===== src/rtl/core/crcmm_pkg.sv =====
`timescale 1ns / 1ps
// ----------------------------------------------------------------------------
// crcmm_pkg: shared types, codes and functions of the multi-model crc-16 engine
// Model tables, byte update, reflection helpers and the front-to-back op format.
// ----------------------------------------------------------------------------
package crcmm_pkg;

    // configuration port
    localparam int CFG_IDX_W  = 2;
    localparam int CFG_DATA_W = 4;
    localparam logic [CFG_IDX_W-1:0] REG_CRC_MODEL  = 2'd0;
    localparam logic [CFG_IDX_W-1:0] REG_CHECK_MODE = 2'd1;

    // queue depths
    localparam int OP_QUEUE_DEPTH  = 2;
    localparam int RES_QUEUE_DEPTH = 2;

    // model codes
    localparam logic [3:0] MDL_IBM         = 4'd0;
    localparam logic [3:0] MDL_MAXIM       = 4'd1;
    localparam logic [3:0] MDL_USB         = 4'd2;
    localparam logic [3:0] MDL_MODBUS      = 4'd3;
    localparam logic [3:0] MDL_CCITT       = 4'd4;
    localparam logic [3:0] MDL_CCITT_FALSE = 4'd5;
    localparam logic [3:0] MDL_X25         = 4'd6;
    localparam logic [3:0] MDL_XMODEM      = 4'd7;
    localparam logic [3:0] MDL_DNP         = 4'd8;

    // polynomials and masks
    localparam logic [15:0] POLY_8005 = 16'h8005;
    localparam logic [15:0] POLY_1021 = 16'h1021;
    localparam logic [15:0] POLY_3D65 = 16'h3D65;
    localparam logic [15:0] ALL_ONES  = 16'hFFFF;
    localparam logic [15:0] MSB_MASK  = 16'h8000;

    // one transfer from front to back
    typedef struct packed {
        logic        feed_en;    // run feed_byte through the crc
        logic [7:0]  feed_byte;
        logic        last;       // close the message, emit a result
        logic        verify;
        logic        too_short;
        logic [15:0] stored;     // trailing crc in verify mode
    } t_op;

    // one result
    typedef struct packed {
        logic [15:0] crc_value;
        logic        crc_match;
        logic        too_short;
    } t_res;

    function automatic logic [15:0] model_init(input logic [3:0] m);
        logic [15:0] v;
        unique case (m)
            MDL_USB, MDL_MODBUS, MDL_CCITT_FALSE, MDL_X25: v = ALL_ONES;
            default:                                      v = '0;
        endcase
        return v;
    endfunction

    function automatic logic [15:0] model_poly(input logic [3:0] m);
        logic [15:0] v;
        unique case (m)
            MDL_IBM, MDL_MAXIM, MDL_USB, MDL_MODBUS:         v = POLY_8005;
            MDL_CCITT, MDL_CCITT_FALSE, MDL_X25, MDL_XMODEM: v = POLY_1021;
            MDL_DNP:                                         v = POLY_3D65;
            default:                                         v = '0;
        endcase
        return v;
    endfunction

    function automatic logic [15:0] model_xor(input logic [3:0] m);
        logic [15:0] v;
        unique case (m)
            MDL_MAXIM, MDL_USB, MDL_X25, MDL_DNP: v = ALL_ONES;
            default:                              v = '0;
        endcase
        return v;
    endfunction

    function automatic logic model_refl(input logic [3:0] m);
        logic v;
        unique case (m)
            MDL_IBM, MDL_MAXIM, MDL_USB, MDL_MODBUS, MDL_CCITT, MDL_X25, MDL_DNP: v = 1'b1;
            default: v = 1'b0;
        endcase
        return v;
    endfunction

    function automatic logic [7:0] rev8(input logic [7:0] v);
        logic [7:0] r;
        for (int i = 0; i < 8; i++) begin
            r[7-i] = v[i];
        end
        return r;
    endfunction

    function automatic logic [15:0] rev16(input logic [15:0] v);
        logic [15:0] r;
        for (int i = 0; i < 16; i++) begin
            r[15-i] = v[i];
        end
        return r;
    endfunction

    // eight msb-first shift steps through the polynomial
    function automatic logic [15:0] crc_feed8(input logic [15:0] c_in,
                                              input logic [7:0]  b,
                                              input logic [15:0] poly);
        logic [15:0] c;
        c = c_in ^ {b, 8'h00};
        for (int i = 0; i < 8; i++) begin
            if ((c & MSB_MASK) != '0) begin
                c = {c[14:0], 1'b0} ^ poly;
            end else begin
                c = {c[14:0], 1'b0};
            end
        end
        return c;
    endfunction

endpackage


===== src/rtl/core/crcmm_fifo.sv =====
`timescale 1ns / 1ps
// ----------------------------------------------------------------------------
// crcmm_fifo: small first-in first-out queue
// Register array with read and write pointers and an occupancy count.
// ----------------------------------------------------------------------------
module crcmm_fifo #(
    parameter int DEPTH = crcmm_pkg::OP_QUEUE_DEPTH,
    parameter int WIDTH = 8
) (
    input  logic             i_clk,
    input  logic             i_rst_n,
    input  logic             i_push,
    input  logic [WIDTH-1:0] i_data,
    output logic             o_full,
    input  logic             i_pop,
    output logic [WIDTH-1:0] o_data,
    output logic             o_empty
);
    localparam int PTR_W = (DEPTH > 1) ? $clog2(DEPTH) : 1;
    localparam int CNT_W = $clog2(DEPTH + 1);
    localparam logic [PTR_W-1:0] LAST_PTR = PTR_W'(DEPTH - 1);
    localparam logic [CNT_W-1:0] FULL_CNT = CNT_W'(DEPTH);

    logic [WIDTH-1:0] r_mem [DEPTH];
    logic [PTR_W-1:0] r_wr_ptr, n_wr_ptr;
    logic [PTR_W-1:0] r_rd_ptr, n_rd_ptr;
    logic [CNT_W-1:0] r_count, n_count;
    logic             do_push, do_pop;

    // status and read data
    assign o_full  = (r_count == FULL_CNT);
    assign o_empty = (r_count == '0);
    assign o_data  = r_mem[r_rd_ptr];
    assign do_push = i_push && !o_full;
    assign do_pop  = i_pop && !o_empty;

    // pointer and count updates
    always_comb begin
        n_wr_ptr = r_wr_ptr;
        n_rd_ptr = r_rd_ptr;
        n_count  = r_count;
        if (do_push) begin
            n_wr_ptr = (r_wr_ptr == LAST_PTR) ? '0 : r_wr_ptr + 1'b1;
        end
        if (do_pop) begin
            n_rd_ptr = (r_rd_ptr == LAST_PTR) ? '0 : r_rd_ptr + 1'b1;
        end
        unique case ({do_push, do_pop})
            2'b10:   n_count = r_count + 1'b1;
            2'b01:   n_count = r_count - 1'b1;
            default: n_count = r_count;
        endcase
    end

    // control registers
    always_ff @(posedge i_clk) begin
        if (!i_rst_n) begin
            r_wr_ptr <= '0;
            r_rd_ptr <= '0;
            r_count  <= '0;
        end else begin
            r_wr_ptr <= n_wr_ptr;
            r_rd_ptr <= n_rd_ptr;
            r_count  <= n_count;
        end
    end

    // storage
    always_ff @(posedge i_clk) begin
        if (do_push) begin
            r_mem[r_wr_ptr] <= i_data;
        end
    end

endmodule


===== src/rtl/core/crcmm_front.sv =====
`timescale 1ns / 1ps
// ----------------------------------------------------------------------------
// crcmm_front: byte intake and classification
// Holds back the two trailing bytes in verify mode, counts message length and
// turns each accepted byte into an op for the crc back end.
// ----------------------------------------------------------------------------
module crcmm_front (
    input  logic              i_clk,
    input  logic              i_rst_n,
    input  logic              i_restart,
    input  logic              i_check_mode,
    input  logic              i_push,
    input  logic [7:0]        i_data_byte,
    input  logic              i_last_byte,
    output logic              o_full,
    input  logic              i_op_full,
    output logic              o_op_push,
    output crcmm_pkg::t_op    o_op
);
    logic [7:0] r_held0, n_held0;
    logic [7:0] r_held1, n_held1;
    logic [1:0] r_count, n_count;
    logic       accept;
    logic       two_seen;

    assign o_full    = i_op_full;
    assign accept    = i_push && !i_op_full;
    assign o_op_push = accept;
    assign two_seen  = r_count[1];

    // op classification
    always_comb begin
        o_op.verify    = i_check_mode;
        o_op.last      = i_last_byte;
        o_op.too_short = i_check_mode && !two_seen;
        o_op.stored    = {i_data_byte, r_held1};
        if (i_check_mode) begin
            o_op.feed_en   = two_seen;
            o_op.feed_byte = r_held0;
        end else begin
            o_op.feed_en   = 1'b1;
            o_op.feed_byte = i_data_byte;
        end
    end

    // hold-back and length state
    always_comb begin
        n_held0 = r_held0;
        n_held1 = r_held1;
        n_count = r_count;
        priority if (i_restart || (accept && i_last_byte)) begin
            n_held0 = '0;
            n_held1 = '0;
            n_count = '0;
        end else if (accept) begin
            if (i_check_mode) begin
                n_held0 = r_held1;
                n_held1 = i_data_byte;
            end
            n_count = (r_count == 2'd3) ? r_count : r_count + 1'b1;
        end
    end

    always_ff @(posedge i_clk) begin
        if (!i_rst_n) begin
            r_held0 <= '0;
            r_held1 <= '0;
            r_count <= '0;
        end else begin
            r_held0 <= n_held0;
            r_held1 <= n_held1;
            r_count <= n_count;
        end
    end

endmodule


===== src/rtl/core/crcmm_back.sv =====
`timescale 1ns / 1ps
// ----------------------------------------------------------------------------
// crcmm_back: crc update and result formation
// Runs the op's byte, when enabled, through the selected polynomial and, on the
// closing op, reflects for reflected models, applies the final xor and in verify mode compares against the stored crc.
// ----------------------------------------------------------------------------
module crcmm_back (
    input  logic              i_clk,
    input  logic              i_rst_n,
    input  logic              i_restart,
    input  logic [15:0]       i_restart_init,
    input  logic [3:0]        i_crc_model,
    input  logic              i_op_empty,
    input  crcmm_pkg::t_op    i_op,
    output logic              o_op_pop,
    input  logic              i_res_full,
    output logic              o_res_push,
    output crcmm_pkg::t_res   o_res
);
    logic [15:0] r_crc, n_crc;
    logic [15:0] feed_crc;
    logic [15:0] calc;
    logic [7:0]  in_byte;
    logic        refl;

    // take an op unless it closes a message and the result queue is full
    assign o_op_pop   = !i_op_empty && (!i_op.last || !i_res_full);
    assign o_res_push = o_op_pop && i_op.last;

    // byte update
    assign refl     = crcmm_pkg::model_refl(i_crc_model);
    assign in_byte  = refl ? crcmm_pkg::rev8(i_op.feed_byte) : i_op.feed_byte;
    assign feed_crc = i_op.feed_en
                    ? crcmm_pkg::crc_feed8(r_crc, in_byte, crcmm_pkg::model_poly(i_crc_model))
                    : r_crc;

    // finishing
    assign calc = (refl ? crcmm_pkg::rev16(feed_crc) : feed_crc)
                ^ crcmm_pkg::model_xor(i_crc_model);

    always_comb begin
        priority if (i_op.verify && i_op.too_short) begin
            o_res.crc_value = '0;
            o_res.crc_match = 1'b0;
            o_res.too_short = 1'b1;
        end else if (i_op.verify) begin
            o_res.crc_value = calc;
            o_res.crc_match = (i_op.stored == calc);
            o_res.too_short = 1'b0;
        end else begin
            o_res.crc_value = calc;
            o_res.crc_match = 1'b0;
            o_res.too_short = 1'b0;
        end
    end

    // running crc
    always_comb begin
        n_crc = r_crc;
        priority if (i_restart) begin
            n_crc = i_restart_init;
        end else if (o_op_pop && i_op.last) begin
            n_crc = crcmm_pkg::model_init(i_crc_model);
        end else if (o_op_pop) begin
            n_crc = feed_crc;
        end
    end

    always_ff @(posedge i_clk) begin
        if (!i_rst_n) begin
            r_crc <= crcmm_pkg::model_init(crcmm_pkg::MDL_IBM);
        end else begin
            r_crc <= n_crc;
        end
    end

endmodule


===== src/rtl/core/crc16_multi_model_engine_top.sv =====
`timescale 1ns / 1ps
// accepted bytes are stored in the op queue; results of closing ops are stored in the result queue
// throughput: one byte per cycle while the op queue is not full, limited by the eight-bit crc
// update in the back end; op and result queues let intake and pop side stall independently
// reset: synchronous active-low; model ibm, compute mode, crc and hold-back state cleared,
// both queues empty
// ----------------------------------------------------------------------------
// crc16_multi_model_engine_top: multi-model crc-16 compute and verify engine
// Front end classifies bytes, back end updates the crc, queues in between.
// ----------------------------------------------------------------------------
module crc16_multi_model_engine_top #(
    parameter int OP_QUEUE_DEPTH  = crcmm_pkg::OP_QUEUE_DEPTH,
    parameter int RES_QUEUE_DEPTH = crcmm_pkg::RES_QUEUE_DEPTH
) (
    input  logic                           i_clk,
    input  logic                           i_rst_n,
    // configuration
    input  logic                           i_cfg_we,
    input  logic [crcmm_pkg::CFG_IDX_W-1:0]  i_cfg_idx,
    input  logic [crcmm_pkg::CFG_DATA_W-1:0] i_cfg_data,
    // byte input
    input  logic                           push,
    output logic                           full,
    input  logic [7:0]                     i_data_byte,
    input  logic                           i_last_byte,
    // results
    output logic                           empty,
    input  logic                           pop,
    output logic [15:0]                    o_crc_value,
    output logic                           o_crc_match,
    output logic                           o_too_short
);
    localparam int OP_W  = $bits(crcmm_pkg::t_op);
    localparam int RES_W = $bits(crcmm_pkg::t_res);

    logic [3:0]      r_crc_model;
    logic            r_check_mode;
    logic            cfg_model_wr, cfg_mode_wr, cfg_restart;
    logic [3:0]      next_model;
    logic [15:0]     restart_init;

    crcmm_pkg::t_op  front_op, back_op;
    crcmm_pkg::t_res back_res, out_res;
    logic            op_push, op_full, op_pop, op_empty;
    logic            res_push, res_full;

    // configuration decode
    assign cfg_model_wr = i_cfg_we && (i_cfg_idx == crcmm_pkg::REG_CRC_MODEL);
    assign cfg_mode_wr  = i_cfg_we && (i_cfg_idx == crcmm_pkg::REG_CHECK_MODE);
    assign cfg_restart  = cfg_model_wr || cfg_mode_wr;
    assign next_model   = cfg_model_wr ? i_cfg_data[3:0] : r_crc_model;
    assign restart_init = crcmm_pkg::model_init(next_model);

    always_ff @(posedge i_clk) begin
        if (!i_rst_n) begin
            r_crc_model  <= crcmm_pkg::MDL_IBM;
            r_check_mode <= 1'b0;
        end else begin
            if (cfg_model_wr) begin
                r_crc_model <= i_cfg_data[3:0];
            end
            if (cfg_mode_wr) begin
                r_check_mode <= i_cfg_data[0];
            end
        end
    end

    // byte intake
    crcmm_front u_front (
        .i_clk        (i_clk),
        .i_rst_n      (i_rst_n),
        .i_restart    (cfg_restart),
        .i_check_mode (r_check_mode),
        .i_push       (push),
        .i_data_byte  (i_data_byte),
        .i_last_byte  (i_last_byte),
        .o_full       (full),
        .i_op_full    (op_full),
        .o_op_push    (op_push),
        .o_op         (front_op)
    );

    // op queue
    crcmm_fifo #(
        .DEPTH (OP_QUEUE_DEPTH),
        .WIDTH (OP_W)
    ) u_op_queue (
        .i_clk   (i_clk),
        .i_rst_n (i_rst_n),
        .i_push  (op_push),
        .i_data  (front_op),
        .o_full  (op_full),
        .i_pop   (op_pop),
        .o_data  (back_op),
        .o_empty (op_empty)
    );

    // crc back end
    crcmm_back u_back (
        .i_clk          (i_clk),
        .i_rst_n        (i_rst_n),
        .i_restart      (cfg_restart),
        .i_restart_init (restart_init),
        .i_crc_model    (r_crc_model),
        .i_op_empty     (op_empty),
        .i_op           (back_op),
        .o_op_pop       (op_pop),
        .i_res_full     (res_full),
        .o_res_push     (res_push),
        .o_res          (back_res)
    );

    // result queue
    crcmm_fifo #(
        .DEPTH (RES_QUEUE_DEPTH),
        .WIDTH (RES_W)
    ) u_res_queue (
        .i_clk   (i_clk),
        .i_rst_n (i_rst_n),
        .i_push  (res_push),
        .i_data  (back_res),
        .o_full  (res_full),
        .i_pop   (pop),
        .o_data  (out_res),
        .o_empty (empty)
    );

    assign o_crc_value = out_res.crc_value;
    assign o_crc_match = out_res.crc_match;
    assign o_too_short = out_res.too_short;

    // assertions
    a_short_result_clean: assert property (@(posedge i_clk) disable iff (!i_rst_n)
        (!empty && o_too_short) |-> (o_crc_value == '0 && !o_crc_match))
        else $error("short message result carries crc or match");

    a_compute_flags_clear: assert property (@(posedge i_clk) disable iff (!i_rst_n)
        (!empty && !r_check_mode) |-> (!o_crc_match && !o_too_short))
        else $error("compute mode result has verify flags set");

    a_res_no_overrun: assert property (@(posedge i_clk) disable iff (!i_rst_n)
        res_push |-> !res_full)
        else $error("result pushed into full result queue");

    a_op_no_overrun: assert property (@(posedge i_clk) disable iff (!i_rst_n)
        op_push |-> !op_full)
        else $error("op pushed into full op queue");

endmodule

===== config.mk =====
export PLATFORM = sky130hd
export DESIGN_NAME = crc16_multi_model_engine_top
export DESIGN_NICKNAME = d
export VERILOG_FILES = /design/src/rtl/core/crcmm_pkg.sv /design/src/rtl/core/crcmm_fifo.sv /design/src/rtl/core/crcmm_front.sv /design/src/rtl/core/crcmm_back.sv /design/src/rtl/core/crc16_multi_model_engine_top.sv
export SDC_FILE = /design/constraint.sdc
export NUM_CORES = 1
export LEC_CHECK = 0
export ABC_AREA = 1
export ABC_CLOCK_PERIOD_IN_PS = 7900
export BUFFER_PORTS_ARGS = -buffer_cell sky130_fd_sc_hd__buf_2
export CAP_MARGIN = 20
export CORE_MARGIN = 5
export CORE_UTILIZATION = 45
export DETAILED_ROUTE_END_ITERATION = 12
export PLACE_DENSITY_LB_ADDON = 0.05
export SYNTH_ARGS = -nofsm -noshare
export SYNTH_HDL_FRONTEND = slang
export SYNTH_SLANG_ARGS = --single-unit
export TNS_END_PERCENT = 1

===== constraint.sdc =====
create_clock -name i_clk -period 7.9 [get_ports i_clk]
set_input_delay 0.395 -clock i_clk [delete_from_list [all_inputs] [get_ports i_clk]]
set_output_delay 0.395 -clock i_clk [all_outputs]
set_load 0.05 [all_outputs]

== After elaboration in Yosys (flattened, before gate mapping) ==
Memory sizes are Yosys's and may differ from the RTL's. A register that Yosys moved wholly into a read port is not among the register bits.
Index checks and enable logic that the tools add are counted.

* $add $sub $neg: 9
* Eq/ne operators: 20
* Mux-type cells: 37
* Bitwise logic cells: 12
* Reduce and logical (&&, ||, !) cells: 35

{| class="wikitable"
|+ Operators by type and width
! operator !! number
|-
| $mux 16 || 16
|-
| $xor 16x16->16 || 10
|-
| $eq 4x3->1 const B || 5
|-
| $mux 18 || 1
|-
| $eq 16x16->1 || 1
|-
| $eq 4x2->1 const B || 4
|-
| $mux 1 || 13
|-
| $logic_and 1x1->1 || 12
|-
| $reduce_or 4->1 || 3
|-
| $eq 2x2->1 const B || 5
|-
| $mux 9 || 1
|-
| $mux 4 || 2
|-
| $mux 8 || 1
|-
| $pmux 2 s2 || 2
|-
| $reduce_or 7->1 || 1
|-
| $add 2x1->2 const B || 3
|-
| $eq 2x1->1 const B || 3
|-
| $logic_not 1->1 || 6
|-
| $logic_not 2->1 || 3
|-
| $add 1x1->1 const B || 4
|-
| $eq 4x1->1 const B || 1
|-
| $eq 4x4->1 const B || 1
|-
| $logic_not 4->1 || 1
|-
| $reduce_and 2->1 || 2
|-
| other kinds (7) || 12
|}

* Register bits after elaboration: 47
* RAM bits: 92
* Memory bits (read-only): 160
* Input port bits: 20
* Output and inout port bits: 20
* Word-level logic and storage cells: 128
* Memories kept: 3

{| class="wikitable"
|+ Memory list
! name !! words !! bits a word !! rd ports !! clocked after Yosys merged registers in !! write ports !! RTL line !! text
|-
| (no name shown) || 16 || 10 || 1 || 1 || 0 || crcmm_pkg.sv:64 || <nowiki>unique case (m)</nowiki>
|-
| u_op_queue.r_mem || 2 || 28 || 1 || 1 || 1 || crcmm_fifo.sv:24 || <nowiki>logic [WIDTH-1:0] r_mem [DEPTH];</nowiki>
|-
| u_res_queue.r_mem || 2 || 18 || 1 || 1 || 1 || crcmm_fifo.sv:24 ||
|}

== Depth between registers and ports, before layout ==
Gate-level depths: netlist of the first run.

* Depth in word-level cells: 27
* Gate-level depth with buffers: 40
* Depth with buffers taken out: 40

== By module ==
A second synthesis of the first run with hierarchy kept.

* Cells, all modules: 1116
* Area total of the unflattened synthesis: 9026.2 µm²

{| class="wikitable"
|+ Modules (own cells, without submodules)
! module !! instances !! cells each !! area an instance (µm²) !! sequential area each (µm²)
|-
| crcmm_back || 1 || 728 || 3838.7 || 320.3
|-
| crcmm_fifo (u_op_queue) || 1 || 127 || 2372.3 || 1781.7
|-
| crcmm_fifo (u_res_queue) || 1 || 96 || 1601.5 || 1181.1
|-
| crcmm_front || 1 || 131 || 955.9 || 360.3
|-
| crc16_multi_model_engine_top || 1 || 34 || 257.7 || 100.1
|}

== Worst setup path after synthesis of the first run ==
Ideal clock, no wire load.

* Path type: register to register
* Start: reg with a tool-made name
* End: mem u_res_queue.r_mem[0][1] in the netlist's numbering, data pin
* Data arrival time: 3.232 ns
* Data required time: 7.646 ns
* Path slack: 4.414 ns
* Cell stages (with the launch flop): 35
* Buffers on the path: 2
* Clock period less this slack: 3.486 ns
* Path through: dfxtp_1 > buf_2 > buf_4 > o21ai_0 > inv_1 > nand2_1 > nand3_1 > nand2_2 > nand2_1 > nand2_1 > nand3_4 > nand2_8 > nand2_8 > nand3_2 > nand2_2 > nand2_4 > inv_4 > nand2_4 > nand2_8 > nor2_2 > nor2_4 > nand2_4 > nand3_4 > nand2_1 > inv_2 > o21ai_2 > nand3_1 > nand2_1 > nand2_1 > nand2_1 > nand2_1 > nand2_1 > nor2_1 > nand3_1 > nor2_1

{| class="wikitable"
|+ RTL lines
! what !! RTL line
|-
| end, declared || crcmm_fifo.sv:24
|}

==> flow_summary.yaml, run 1 <==
run_status:
  status: "finished, final reports clean"
die:
  num_rows: 51
  dieHeight_um: 149
  fp.coreArea_mm2: 0.0193
  initial_utilization: 0.452
  die-width_um: 149
  die_area_mm2: 0.0223
  io_pins: 40
critical_path:
  crit_required_ps: 8170
  critPathLaunchType: "flop"
  ff2ff_setup_slack_ps: 2720
  critPathCapture: "u_res_queue.r_mem[1][1]"
  r2r_start: "r_crc_model[1]"
  crit_start: "r_crc_model[1]"
  critical_path_arrival_ps: 5450
  crit_fanout: 25
  worstReg2RegEnd: "u_res_queue.r_mem[1][1]"
  setup.worst_path.class: "reg -> reg"
  crit_path_frequent_cell: "nand2_1"
  cp_slowest_cell: "nor2_4"
  critPathMaxStageDelay_ps: 650
  critPathCaptureType: "flop"
  ff2ff_path_depth: 34
clock_network:
  cts_tree: "built"
  cts_buffers: 17
  clock-root-buffer: "clkbuf_16"
  clock_latency_ps: 420
  clkTransAtPathRegs_ps: 60
  clock-sinks: 146
  cts_buffer_depth: 2
  cts_hold_buffers: 0
  cts_resized: 0
  h-tree-depth: 4
  postCtsSetupBuffers: 0
yosys:
  synth_warnings: 0
  ys_seq_area_frac: 0.441
  synth_seq_cells: 146
  yosysUniqueCellTypes: 41
  synth_area_mm2: 0.00872
  postSynthCellCount: 1104
  syn-num-nets: 1127
  avgSynthCellArea_um2: 7.89
timing:
  fmax_ghz: 0.193
  skew_ps: 12.9
  setup_violations: 0
  finalCritPeriodShare: 0.656
  hold_ws_ps: 192
  slew_headroom: 0.324
  slew_violations: 0
  min_period_ps: 5180
  rsz0062_at_grt: "false"
  hold_violations: 0
  fin_tns_setup_ps: 0
  worst_slew_pin_slew_ps: 1010
placed_design:
  io_buffers: 39
  dp_hpwl_um: 17000
  dpl_cell_area_mm2: 0.00914
  place.gp.congestion: 0.932
global_routing:
  grt_pass1_vias: 6620
  antenna_found_initial: 0
  busiest_layer: "met2"
  use_met1: 0.301
  grtUsageTotal: 0.210
  grtUsageMet3: 0.0398
  grt_remaining_overflow: 0
  grt_pass1_wl_um: 36400
  grt_max_degree: 29
  use_met2: 0.334
final_layout:
  finish.utilization: 0.503
  finalNetCount: 1155
  final_common_cell: "nand2_1"
  final_area_mm2: 0.00970
  final_cell_mix: "nand2_1 (337), nand3_1 (129), inv_1 (106)"
  area_growth_pct: 11.3
  diodes: 0
  drive_gt1_frac: 0.150
detailed_routing:
  num_vias: 7264
  postRouteAntennaNets: 0
  drt-total-wl_um: 22800
  drt_iter0_drc: 604
  vias_per_cell: 5.15
  post_drt_wl_per_cell_um: 16.2
  first_pass_iters: 6
  drc_errors: 0
min_path:
  min_path_cells: 1
  hold_path_class: "in -> reg"
flow_run:
  cap_violations: 0
sequential cells by signal, indices dropped and copies added (netlist names), named ones only:
signal and cells:
u_op_queue.r_mem 56, u_res_queue.r_mem 36, u_back.r_crc 16, u_front.r_held0 8
u_front.r_held1 8, r_crc_model 4, u_front.r_count 2, u_op_queue.r_count 2
u_res_queue.r_count 2, r_check_mode 1, u_op_queue.r_rd_ptr 1, u_op_queue.r_wr_ptr 1
u_res_queue.r_rd_ptr 1, u_res_queue.r_wr_ptr 1
cell usage after synthesis:
cell type	instances	area, µm²
nand2_1	337	1260
nand3_1	129	646
inv_1	106	398
edfxtp_1	92	2760
o21ai_0	64	320
dfxtp_1	54	1080
a21oi_1	53	265
nor2_1	52	195
a211oi_1	21	158
clkbuf_1	20	75.1
mux2_2	18	203
nand2_2	18	113
xor2_1	18	158
nand2_4	14	158
mux2i_1	11	110
buf_2	10	50.1
or2_2	10	62.6
nand3b_1	9	67.6
xnor2_1	7	61.3
nand3_2	6	60.1
nor2_2	6	37.5
buf_1	5	18.8
nor2_4	5	56.3
nand2_8	4	80.1
nand4_1	4	25.0
buf_4	3	22.5
clkinv_1	3	11.3
ha_1	3	37.5
inv_2	3	11.3
inv_4	3	18.8
nand3_4	3	52.6
o211ai_1	2	15.0
o22ai_1	2	12.5
xnor3_1	2	45.0
a21boi_1	1	7.51
a32oi_1	1	8.76
nand4_2	1	12.5
nor3_1	1	5.00
nor3_2	1	10.0
o21ai_2	1	8.76
o221a_2	1	11.3
worst max-delay path, delay by kind of cell, from the launching register on:
family / cells / cell delay [ps]
AO/OA/AOI/OAI: 1 / 320
buffers and inverters: 2 / 170
flip-flops: 1 / 440
AND/OR/NAND/NOR: 31 / 4070
area by class of cell:
class | count | area [µm²]
fillers | 1927 | 9570
multi-input cells | 805 | 4270
flip-flops and latches | 146 | 3840
clock buffers | 22 | 475
inverters | 115 | 439
well taps | 265 | 332
repair buffers | 47 | 255
clock inverters | 10 | 83.8
worst min-delay path by stage:
stage	startpoint	endpoint	slack, ps
after detailed placement	u_res_queue.r_rd_ptr	flop	440
after floorplan	r_check_mode	u_op_queue.r_mem[0][17]	420
final	i_last_byte	u_op_queue.r_mem[0][18]	190
after global placement	u_op_queue.r_rd_ptr	u_op_queue.r_rd_ptr	440
after global routing	i_last_byte	u_op_queue.r_mem[1][18]	180
after CTS	i_last_byte	u_op_queue.r_mem[0][18]	180
kinds of logic (layout without fill, tap and decap cells):
kind of cell,count (synthesis),in the layout,share of synthesized area
xor+xnor,27,27,0.0303
mux,29,29,0.0359
simple gates,600,600,0.326
fa+ha+maj,3,3,0.00431
flops,146,146,0.441
compound gates,146,146,0.0926
buf+inv,153,194,0.0695
per-stage QoR:
| stage | instances | worst slack, ps |
|---|---|---|
| floorplan | 1104 | 4410 |
| CTS | 1410 | 2710 |
| global placement | 1378 | 2750 |
| detailed placement | 1378 | 2740 |
| global route | 1410 | 2120 |
| finish | 1410 | 2720 |
routing by layer:
metal / up-vias / routed length (µm)
met5: - / 0
met3: 29 / 1280
li1: 3719 / -
met2: 205 / 10500
met1: 3311 / 10800
met4: 0 / 299
Power of run 1 is not shown: default switching activity piles up to over one toggle a cycle in this logic, so the estimate is an artifact.
==> inputs of run 2 (changes only) <==
--- a/config.mk
+++ b/config.mk
@@ -6,7 +6,7 @@
 export NUM_CORES = 1
 export LEC_CHECK = 0
 export ABC_AREA = 1
-export ABC_CLOCK_PERIOD_IN_PS = 7900
+export ABC_CLOCK_PERIOD_IN_PS = 5300
 export BUFFER_PORTS_ARGS = -buffer_cell sky130_fd_sc_hd__buf_2
 export CAP_MARGIN = 20
 export CORE_MARGIN = 5
==> constraint.sdc (replaced) <==
create_clock -name i_clk -period 5.3 [get_ports i_clk]
set_input_delay 0.265 -clock i_clk [delete_from_list [all_inputs] [get_ports i_clk]]
set_output_delay 0.265 -clock i_clk [all_outputs]
set_load 0.05 [all_outputs]
==> run 2 against run 1 <==
  * Critical endpoint is now u_res_queue.r_mem[0][1]
  * Cell area grew 0.77%
  * Sequential cell count unchanged
  * Fmax up 15%
  * Die area stayed put
  * Cell count up 0.28%
  * Global-route usage up 0.67 points
  * Via count is 0.72% higher
  * Count of clock-buffer cells in the layout is 2 lower
  * Routed wire length is 3.9% higher
  * First-iteration DRC count down 3.0%
  * Highest routed layer unchanged
==> flow_summary.yaml, run 2 (synthesized netlist as in run 1, its figures left out) <==
min_path:
  hold_path_class: "in -> reg"
final_layout:
  largestRegisters: "u_op_queue.r_mem x56, u_res_queue.r_mem x36, u_back.r_crc x16"
  finish.utilization: 0.507
  regMostFlops: "u_op_queue.r_mem"
  final_cell_mix: "nand2_1 (337), nand3_1 (129), inv_1 (106)"
  finalNetCount: 1159
  drive_gt1_frac: 0.156
  fillers: 1939
  final_common_cell: "nand2_1"
  area_growth_pct: 12.2
  diodes: 0
  largest_reg_flops: 56
timing:
  layout_setup_ws_ps: 787
  hold_violations: 0
  worst_slew_pin_slew_ps: 1090
  fin_tns_setup_ps: 0
  fmax_ghz: 0.222
  finalCritPeriodShare: 0.851
  min_period_ps: 4510
  skew_ps: 12.9
  rsz0062_at_grt: "false"
  slew_headroom: 0.267
  slew_violations: 0
  setup_violations: 0
placed_design:
  place.gp.congestion: 0.908
  dp_hpwl_um: 17500
  io_buffers: 39
  dpl_worst_slack_ps: 824
flow_run:
  cap_violations: 0
critical_path:
  crit_required_ps: 5580
  crit_path_frequent_cell: "nand2_1"
  cp_slowest_cell: "dfxtp_1"
  critPathMaxStageDelay_ps: 640
  critPathLaunchType: "flop"
  setup.worst_path.class: "reg -> reg"
  critical_path_arrival_ps: 4790
  critPathCaptureType: "flop"
  crit_fanout: 20
die:
  num_rows: 51
  die_area_mm2: 0.0223
  dieHeight_um: 149
  io_pins: 40
  initial_utilization: 0.452
  die-width_um: 149
  fp.coreArea_mm2: 0.0193
clock_network:
  cts_tree: "built"
  cts_buffer_depth: 2
  clkTransAtPathRegs_ps: 70
  h-tree-depth: 4
  clock-root-buffer: "clkbuf_16"
  cts_hold_buffers: 0
  clock-sinks: 146
  cts_resized: 0
  postCtsSetupBuffers: 0
  cts_buffers: 17
  clock_latency_ps: 430
global_routing:
  grt_pass1_vias: 6908
  grt_pass1_wl_um: 37500
  grt_max_degree: 29
  grt_remaining_overflow: 0
  antenna_found_initial: 0
  grtUsageTotal: 0.217
detailed_routing:
  vias_per_cell: 5.17
  post_drt_wl_per_cell_um: 16.7
  first_pass_iters: 5
  drt_iter0_drc: 586
  drc_errors: 0
  num_vias: 7316
  postRouteAntennaNets: 0
  drt-total-wl_um: 23700
run_status:
  status: "finished, final reports clean"
run 2: cell count changes in the layout (fill, tap and decap cells not counted), moves of 2 or more:
cell,delta
buf_4,+3
clkbuf_1,-3
clkinv_2,+2
inv_4,-2
run 2: worst paths after layout:
| check | startpoint | end | slack, ps | depth (start not counted) |
|---|---|---|---|---|
| worst max register to register | flop | u_res_queue.r_mem[0][1] | 790 | 35 |
| worst min-delay path | i_data_byte[3] | u_op_queue.r_mem[1][11] | 60 | 1 |
| worst max-delay path | flop | u_res_queue.r_mem[0][1] | 790 | 35 |
| worst min register to register | u_front.r_held0[1] | u_front.r_held0[1] | 450 | 2 |
run 2: cell type report:
class / count / area, µm² / share of cell area
Clock inverter: 12 / 103 / 0.0105
Tap cell: 265 / 332 / 0.0339
Inverter: 115 / 439 / 0.0449
Clock buffer: 20 / 489 / 0.0500
Timing Repair Buffer: 51 / 298 / 0.0305
Multi-Input combinational cell: 805 / 4270 / 0.437
Sequential cell: 146 / 3840 / 0.393
run 2: metrics by stage:
stage	std cells	hold slack [ps]	instance area, µm²
finish	1414	57.4	9780
global route	1414	44.3	9780
CTS	1414	38.0	9780
detailed placement	1382	446	9180
global placement	1382	434	9180
floorplan	1104	364	8720
run 2: worst max-delay path: cells and delay by family (launching register included):
family | cells | cell delay [ps]
AOI/OAI and AO/OA | 2 | 370
buffers and inverters | 4 | 420
DFF | 1 | 640
and+or+nand+nor | 29 | 2900
run 2: per-layer routing:
layer / track usage / up-vias / share of wire / wire (µm)
li1: - / 3734 / - / -
met1: 0.304 / 3346 / 0.48 / 11400
met2: 0.343 / 198 / 0.45 / 10800
met3: 0.0392 / 38 / 0.046 / 1080
met4: 0.0677 / 0 / 0.020 / 471
met5: 0 / - / 0 / 0
Power of run 2 is left out for the same reason.
